===== src/rtl/core/assert_macros.svh =====
// Assertion macros shared by the RTL of the packed bit-field store.
// Depends on nothing; the SYNTH macro removes the checks from synthesis.
`ifndef ASSERT_MACROS_SVH
`define ASSERT_MACROS_SVH

`ifndef SYNTH

// check on every rising clock edge, off while reset is asserted
`define PBS_ASSERT(name, clk, rst_n, prop, msg) \
	name: assert property (@(posedge clk) disable iff (!rst_n) prop) else $error(msg);

// check on every rising clock edge, reset included
`define PBS_ASSERT_ALWAYS(name, clk, prop, msg) \
	name: assert property (@(posedge clk) prop) else $error(msg);

`else

`define PBS_ASSERT(name, clk, rst_n, prop, msg)
`define PBS_ASSERT_ALWAYS(name, clk, prop, msg)

`endif

`endif


===== src/rtl/core/pbs_pkg.sv =====
// Types and constants of the packed bit-field store.
// Used by packed_bitfield_store; depends on nothing.
package pbs_pkg;

	localparam logic REQ_READ  = 1'b0;
	localparam logic REQ_WRITE = 1'b1;

	localparam logic ST_OK    = 1'b0;
	localparam logic ST_RANGE = 1'b1;

	localparam logic [7:0] BYTE_MASK = 8'hFF;

	typedef struct packed {
		logic        req_type;
		logic [10:0] bit_offset;
		logic [5:0]  field_width;
		logic [31:0] write_value;
	} req_t;

	typedef struct packed {
		logic [31:0] read_value;
		logic        status;
	} rsp_t;

	typedef enum logic [4:0] {
		S_CLEAR = 5'b00001,
		S_IDLE  = 5'b00010,
		S_READ  = 5'b00100,
		S_MERGE = 5'b01000,
		S_DONE  = 5'b10000
	} state_t;

endpackage


===== src/rtl/core/packed_bitfield_store.sv =====
// Packed bit-field store: byte memory with bit-field read and write.
// Sequence: zero-width or out-of-range beats go from accept straight to the done step,
// else the field is walked with one byte per read/merge pair, then the done step.
// Throughput: one beat at a time; the next beat is taken the cycle after the result loads.
// Reset: a clearing pass writes zero to every byte of the memory, req_stall held high meanwhile.
// Depends on pbs_pkg and assert_macros.svh.
`include "assert_macros.svh"

module packed_bitfield_store #(
	parameter int STORE_BYTES    = 256,
	parameter int MAX_FIELD_BITS = 32
) (
	input  logic           clk,
	input  logic           arst_n,
	input  logic           req_valid,
	output logic           req_stall,
	input  pbs_pkg::req_t  req,
	output logic           rsp_valid,
	input  logic           rsp_stall,
	output pbs_pkg::rsp_t  rsp
);
	import pbs_pkg::*;

	localparam int ADDR_W = $clog2(STORE_BYTES);
	localparam int LIMIT  = STORE_BYTES * 8;
	localparam int LIM_W  = $clog2(LIMIT + 1);
	localparam int CMP_W  = (LIM_W > 12) ? LIM_W : 12;
	localparam int SH_W   = $clog2(MAX_FIELD_BITS + 1);

	logic [7:0] mem [STORE_BYTES];

	state_t                    state_q;
	logic [ADDR_W-1:0]         addr_q;
	logic [5:0]                rem_q;
	logic [2:0]                js_q;
	logic                      is_write_q;
	logic                      err_q;
	logic [MAX_FIELD_BITS-1:0] acc_q;
	logic [MAX_FIELD_BITS-1:0] wsh_q;
	logic [7:0]                rd_data_q;
	logic                      rsp_valid_q;
	rsp_t                      rsp_q;

	logic                       accept;
	logic                       slot_free;
	logic [CMP_W-1:0]           end_sum;
	logic                       range_err;
	logic [ADDR_W+7:0]          start_ext;
	logic [MAX_FIELD_BITS+31:0] wval_ext;
	logic [SH_W-1:0]            align_sh;
	logic [3:0]                 avail;
	logic [3:0]                 n_bits;
	logic [3:0]                 byte_sh;
	logic [7:0]                 n_mask;
	logic [7:0]                 field_bits;
	logic [7:0]                 ins_bits;
	logic [7:0]                 new_byte;
	logic [5:0]                 rem_next;
	logic [MAX_FIELD_BITS+31:0] acc_ext;

	assign accept    = req_valid && !req_stall;
	assign req_stall = (state_q != S_IDLE);
	assign slot_free = !rsp_valid_q || !rsp_stall;

	assign end_sum   = CMP_W'(req.bit_offset) + CMP_W'(req.field_width);
	assign range_err = (end_sum > CMP_W'(LIMIT)) ||
		(req.field_width > 6'(MAX_FIELD_BITS > 63 ? 63 : MAX_FIELD_BITS));
	assign start_ext = {ADDR_W'(0), req.bit_offset[10:3]};
	assign wval_ext  = {MAX_FIELD_BITS'(0), req.write_value};
	assign align_sh  = SH_W'(MAX_FIELD_BITS) - SH_W'(req.field_width);

	// shared byte unit: slice, extract and merge one byte of the field
	assign avail      = 4'd8 - {1'b0, js_q};
	assign n_bits     = ({2'b00, avail} > rem_q) ? rem_q[3:0] : avail;
	assign byte_sh    = avail - n_bits;
	assign n_mask     = BYTE_MASK >> (4'd8 - n_bits);
	assign field_bits = (rd_data_q >> byte_sh) & n_mask;
	assign ins_bits   = wsh_q[MAX_FIELD_BITS-1 -: 8] >> (4'd8 - n_bits);
	assign new_byte   = (rd_data_q & ~(n_mask << byte_sh)) | ((ins_bits & n_mask) << byte_sh);
	assign rem_next   = rem_q - 6'(n_bits);
	assign acc_ext    = {32'(0), acc_q};

	always_ff @(posedge clk or negedge arst_n) begin
		if (!arst_n) begin
			state_q <= S_CLEAR;
			addr_q  <= '0;
		end else begin
			case (state_q)
				S_CLEAR: begin
					addr_q <= addr_q + 1'b1;
					if (addr_q == ADDR_W'(STORE_BYTES - 1)) begin
						state_q <= S_IDLE;
					end
				end
				S_IDLE: begin
					if (accept) begin
						addr_q <= start_ext[ADDR_W-1:0];
						if (range_err || req.field_width == 6'd0) begin
							state_q <= S_DONE;
						end else begin
							state_q <= S_READ;
						end
					end
				end
				S_READ: begin
					state_q <= S_MERGE;
				end
				S_MERGE: begin
					addr_q <= addr_q + 1'b1;
					if (rem_next == 6'd0) begin
						state_q <= S_DONE;
					end else begin
						state_q <= S_READ;
					end
				end
				S_DONE: begin
					if (slot_free) begin
						state_q <= S_IDLE;
					end
				end
				default: begin
					state_q <= S_IDLE;
				end
			endcase
		end
	end

	always_ff @(posedge clk) begin
		if (state_q == S_IDLE && accept) begin
			is_write_q <= (req.req_type == REQ_WRITE);
			err_q      <= range_err;
			rem_q      <= req.field_width;
			js_q       <= req.bit_offset[2:0];
			acc_q      <= '0;
			wsh_q      <= wval_ext[MAX_FIELD_BITS-1:0] << align_sh;
		end else if (state_q == S_MERGE) begin
			rem_q <= rem_next;
			js_q  <= 3'd0;
			wsh_q <= wsh_q << n_bits;
			if (!is_write_q) begin
				acc_q <= (acc_q << n_bits) | MAX_FIELD_BITS'(field_bits);
			end
		end
	end

	always_ff @(posedge clk) begin
		if (state_q == S_CLEAR) begin
			mem[addr_q] <= '0;
		end else if (state_q == S_MERGE && is_write_q) begin
			mem[addr_q] <= new_byte;
		end
		rd_data_q <= mem[addr_q];
	end

	always_ff @(posedge clk or negedge arst_n) begin
		if (!arst_n) begin
			rsp_valid_q <= 1'b0;
		end else if (state_q == S_DONE && slot_free) begin
			rsp_valid_q <= 1'b1;
		end else if (!rsp_stall) begin
			rsp_valid_q <= 1'b0;
		end
	end

	always_ff @(posedge clk) begin
		if (state_q == S_DONE && slot_free) begin
			rsp_q.status     <= err_q ? ST_RANGE : ST_OK;
			rsp_q.read_value <= (err_q || is_write_q) ? 32'd0 : acc_ext[31:0];
		end
	end

	assign rsp_valid = rsp_valid_q;
	assign rsp       = rsp_q;

	`PBS_ASSERT(a_rem_live, clk, arst_n, (state_q == S_READ || state_q == S_MERGE) |-> rem_q != 6'd0, "byte step with no field bits left")
	`PBS_ASSERT(a_merge_after_read, clk, arst_n, state_q == S_MERGE |-> $past(state_q == S_READ), "merge without a preceding memory read")
	`PBS_ASSERT(a_accept_leaves_idle, clk, arst_n, accept |=> state_q != S_IDLE, "accepted beat did not start the sequencer")
	`PBS_ASSERT(a_rsp_from_done, clk, arst_n, $rose(rsp_valid_q) |-> $past(state_q == S_DONE), "result loaded outside the done step")
	`PBS_ASSERT(a_err_zero, clk, arst_n, (rsp_valid_q && rsp_q.status == ST_RANGE) |-> rsp_q.read_value == 32'd0, "rejected beat returned a nonzero value")

endmodule

===== config.mk =====
export PLATFORM = sky130hd
export DESIGN_NAME = packed_bitfield_store
export DESIGN_NICKNAME = d
export VERILOG_FILES = /design/src/rtl/core/pbs_pkg.sv /design/src/rtl/core/packed_bitfield_store.sv
export VERILOG_INCLUDE_DIRS = /design/src /design/src/rtl/core
export SDC_FILE = /design/constraint.sdc
export NUM_CORES = 2
export LEC_CHECK = 0
export BUFFER_PORTS_ARGS = -buffer_cell sky130_fd_sc_hd__buf_4
export CAP_MARGIN = 20
export CORE_UTILIZATION = 50
export DETAILED_ROUTE_END_ITERATION = 8
export PLACE_DENSITY = 0.63
export SKIP_LAST_GASP = 1
export SLEW_MARGIN = 20
export SYNTH_ARGS = -nofsm -noshare
export SYNTH_HDL_FRONTEND = slang
export SYNTH_SLANG_ARGS = --single-unit

===== constraint.sdc =====
create_clock -name clk -period 34.2 [get_ports clk]
set_input_delay 3.42 -clock clk [delete_from_list [all_inputs] [get_ports clk]]
set_output_delay 3.42 -clock clk [all_outputs]
set_load 0.03 [all_outputs]

# Word level (Yosys, flattened, before mapping)
# Memories as Yosys holds them, arrays and structs flattened. A register that Yosys moved wholly into a read port is not among the register bits.
# Cells that the tools add are included.
[totals]
ramBits = 2048
inputBits = 54
register_bits = 122
output_inout_bits = 35
memories = 1
wordCells = 92
[classes]
shifts = 8
reduce_logical = 19
n_addsub = 7
order_cmp = 3
eq_ne = 11
mux = 24
bitwise = 8
[mem_list]
columns = ["name", "words", "word_bits", "read_ports", "rd_ports_with_merged_regs", "wr", "line_no", "rtl"]
rows = [
  ["mem", 256, 8, 1, 1, 1, "packed_bitfield_store.sv:30", "logic [7:0] mem [STORE_BYTES];"],
]
[op_table]
columns = ["op", "n"]
rows = [
  ["$mux W32", 2],
  ["$shl A32 B4 Y32", 2],
  ["$or A32 B8 Y32", 1],
  ["$shl A32 B6 Y32", 1],
  ["$mux W5", 5],
  ["$pmux W5 S5", 1],
  ["$and A8 B8 Y8", 3],
  ["$mux W8", 2],
  ["$pmux W8 S2", 1],
  ["$shl A8 B4 Y8", 2],
  ["$shr A8 B4 Y8", 2],
  ["$add A11 B6 Y12", 1],
  ["$gt A12 B12 Y1 const B", 1],
  ["$logic_not A6 Y1", 2],
  ["$mux W6", 2],
  ["$add A8 B1 Y8 const B", 1],
  ["$eq A8 B8 Y1 const B", 1],
  ["$mux W1", 8],
  ["$not A8 Y8", 1],
  ["$or A8 B8 Y8", 1],
  ["$shr A8 B4 Y8 const A", 1],
  ["$gt A4 B6 Y1", 1],
  ["$gt A6 B6 Y1 const B", 1],
  ["$mux W3", 2],
  ["23 further kinds", 35],
]

# Longest topological paths before layout
[depth]
word_depth = 10
ltp_mapped = 26
depth_no_buf = 21

# Worst setup path after synthesis
# Ideal clock, no wire load.
[synth_timing]
path_type = "register to register"
from = "register js_q[0]"
to = "memory mem[0][4] (data pin)"
arrival_time_ns = 15.909
setup_time_ns = 2.428
path_slack_ns = 15.863
n_path_buf = 6
period_less_slack_ns = 18.337
stages_incl_launch_ff = 23
required_ns = 31.772
cell_sequence = "edfxtp_1 -> inv_1 -> ha_1 -> xor2_1 -> inv_2 -> ha_1 -> o21ai_1 -> a22o_2 -> buf_6 -> o211a_1 -> clkbuf_1 -> inv_2 -> buf_2 -> buf_1 -> ha_1 -> inv_1 -> ha_1 -> clkbuf_1 -> clkbuf_1 -> nand2_1 -> nor4_1 -> a221oi_1 -> a311oi_1"
[synth_between]
elab_chain_len = 10
elab_cells_between_ends = 14
classes_between = "add/sub (3); order compare (1); shift (4); mux (2); bitwise (4)"
[synth_lines]
columns = ["item", "line_no", "rtl"]
rows = [
  ["start, declared", "packed_bitfield_store.sv:35", "logic [2:0] js_q;"],
  ["start signal, assigned", "packed_bitfield_store.sv:133", "js_q <= req.bit_offset[2:0];"],
  ["$sub A4 B3 Y4 (*)", "packed_bitfield_store.sv:73", "assign avail = 4'd8 - {1'b0, js_q};"],
  ["$gt A4 B6 Y1", "packed_bitfield_store.sv:74", "assign n_bits = ({2'b00, avail} > rem_q) ? rem_q[3:0] : avail;"],
  ["$mux W4", "packed_bitfield_store.sv:74", ""],
  ["$sub A4 B4 Y4", "packed_bitfield_store.sv:76, packed_bitfield_store.sv:78", ""],
  ["$shr A8 B4 Y8", "packed_bitfield_store.sv:76", "assign n_mask = BYTE_MASK >> (4'd8 - n_bits);"],
  ["$shl A8 B4 Y8", "packed_bitfield_store.sv:79", "assign new_byte = (rd_data_q & ~(n_mask << byte_sh)) | ((ins_bits & n_mask) << byte_sh);"],
  ["$not A8 Y8", "packed_bitfield_store.sv:79", ""],
  ["$and A8 B8 Y8", "packed_bitfield_store.sv:79", ""],
  ["$or A8 B8 Y8 (*)", "packed_bitfield_store.sv:79", ""],
  ["$mux W8 (no line) (*)", "-", ""],
  ["end, declared", "packed_bitfield_store.sv:30", ""],
]
# Every way passes the cells marked *; elsewhere a longest branch is shown, timed or not.

# Worst setup path in the final report
[layout_timing]
from = "register js_q[0]"
to = "memory mem[106][3] (data pin)"
# The elaborated chain is that of the path after synthesis.

==> flow_summary.yaml <==
status:
  outcome: "completed"
global_routing:
  grt_use_total_pct: 24.6
  grt.met2_usage_pct: 38.6
  grt_max_degree: 257
  grt_pass1_wl_mm: 324
  grt_antenna_before_repair: 1
  first_global_vias: 45900
  top_usage_layer: "met2"
  overflow: 0
  use_met3_pct: 4.37
  met1_usage_pct: 35.9
cts:
  cts_resized: 0
  post_cts_buffers: 0
  clockRootBuffer: "clkbuf_16"
  insertion_delay_ns: 0.86
  clk_pin_slew_ns: 0.06
  clock_sinks: 2178
  cts_buffer_depth: 3
  cts_inserted_buffers: 216
  h-tree-depth: 4
  cts_tree: "built"
  ctsHoldBuffers: 0
yosys:
  synth-main-ff-cell: "edfxtp_1"
  synth_edf_count: 2124
  synth_cells: 4626
  synthDistinctLibCells: 84
  synth-async-reset-ratio_pct: 0.643
  synthesis.nets: 4702
  synth-warning-count: 0
  ys_seq_area_share_pct: 72.0
  syn_area_per_cell_um2: 19.5
  synth_area_mm2: 0.0902
  ys_ff_latch: 2178
floorplan:
  die_x_um: 427
  dieArea_mm2: 0.182
  core_mm2: 0.179
  fp.dieH_um: 427
  initial_core_util_pct: 50.4
  pin_count: 89
  row_count: 155
pwr:
  fin_total_pwr_mw: 7.32
  leakage_nw: 27.1
  peakVddDrop_uv: 69.1
  power.density_mw_per_mm2: 72.5
placement:
  gp_congestion: 0.863
  pre_cts_slack_ns: 26.51
  placed_cells: 6868
  io_buffers: 88
  hpwl_mm: 133
worst_setup_path:
  critPathMaxFanout: 63
  worstPathRequired_ns: 34.75
  end_kind: "flip-flop"
  arrival_ns: 7.81
  criticalPathCategory: "flip-flop to flip-flop"
  start_kind: "flip-flop"
min_path:
  hp-class: "flip-flop to flip-flop"
timing:
  final_max_slew_viol_count: 0
  max_freq_ghz: 0.138
  worstMarginPinSlew_ns: 1.05
  period_minus_slack_ns: 7.26
  setup_viol: 0
  hold_viol: 0
  timing.final.ws_setup_ns: 26.94
  fin_crit_sh_pct: 21.2
  fin_tns_setup_ns: 0
  rsz0062_at_grt: "false"
  skew_ns: 0.0322
  whs_ns: 0.472
  slew_headroom_pct: 30.0
job:
  timing.max_cap.violations: 0
cells_and_area:
  instances_no_fill: 7276
  syn_to_final_growth_pct: 11.9
  final_cell_mix: "2124 x edfxtp_1, 684 x mux4_2, 347 x nor2_1"
  layout_commonest_cell: "edfxtp_1"
  drive_above_1_share_pct: 26.1
  final_nets: 4814
drt:
  firstDrtPassIters: 5
  drtIter0Drc: 5342
  wl_per_cell_um: 30.4
  drtAntennaViolNets: 0
  drc_errors: 0
  viasPerCell: 6.31
  dr_total_vias: 45900
  wirelength_mm: 221
==> critical path, cell delays in order, from the launching register on <==
cell,delay (ns)
edfxtp_1,0.51
inv_1,0.21
ha_1,0.19
xor2_1,0.56
inv_2,0.23
ha_1,0.35
o21ai_1,0.24
a22o_2,0.40
o211a_1,0.21
buf_4,0.37
inv_2,0.06
ha_1,0.21
o21ai_0,0.08
o41ai_1,0.13
maj3_1,0.38
xnor2_1,0.23
o21ai_1,0.25
nor2_1,0.25
nand2_1,0.26
o22ai_4,0.46
buf_4,0.64
buf_4,0.65
==> where the power goes <==
part | total, mW | switching, mW | internal (mW)
clock network | 2.37 | 1.01 | 1.37
registers | 3.03 | 0.0782 | 2.95
logic | 1.92 | 1.18 | 0.732
total | 7.32 | 2.27 | 5.05
==> through the flow <==
step	utilization, %	instance area (um^2)
floorplan	-	90200
global placement	52.4	93600
detailed placement	52.4	93600
CTS	56.3	101000
global route	56.5	101000
finish	56.5	101000
==> routing by layer <==
layer / share of wire (%) / up-vias
met5: 0 / -
met4: 2.3 / 0
met3: 7.5 / 281
met2: 48 / 1878
met1: 42 / 24400
li1: - / 19300
==> state kept, by name, summed over array words and instances (netlist names), 5 cells and up <==
register and count:
state_q 5, mem 2048, rsp 33, addr_q 8, wsh_q 32, acc_q 32
rem_q 6, rd_data_q 8
==> cell families after synthesis <==
group	count (synthesis)	synth area share, %
multiplexers	848	19.0
adder cells (fa/ha/maj)	23	0.325
AND/OR/NAND/NOR	832	4.06
XOR/XNOR	22	0.214
AO/OA/AOI/OAI	390	2.93
buffers and inverters	333	1.54
flip-flops	2178	72.0
==> cells in the mapped netlist, types with 40 or more instances <==
library cell  count  area [um^2]
nor2_1          351         1320
a21oi_1          98          490
and2_1           45          282
dfxtp_1          40          801
mux2i_1         138         1380
o21ai_0          69          345
edfxtp_1       2124        63800
nand3_1          59          295
mux4_2          684        15400
clkbuf_1        179          672
buf_2            75          375
nand2_1         237          890
==> final cells by class <==
type,instances,area (um^2)
Fill cell,13400,77900
Sequential cell,2178,64900
Multi-Input combinational cell,2115,24100
Clock buffer,267,5750
Tap cell,2355,2950
Timing Repair Buffer,187,1690
Clock inverter,131,1360
Inverter,40,150
Antenna cell,3,7.51
==> path summary, 6_finish.rpt <==
kind	to	cells after the start	slack, ns	from
worst max-delay path	mem[106][3]	21	26.94	js_q[0]
worst min-delay path	state_q[3]	1	0.47	state_q[4]
worst max register to register	mem[106][3]	21	26.94	js_q[0]
worst min register to register	state_q[3]	1	0.47	state_q[4]
max in group asynchronous	state_q[0]	1	31.44	arst_n
min in group asynchronous	addr_q[5]	1	2.46	arst_n
Power figures use the tool's default switching activity.
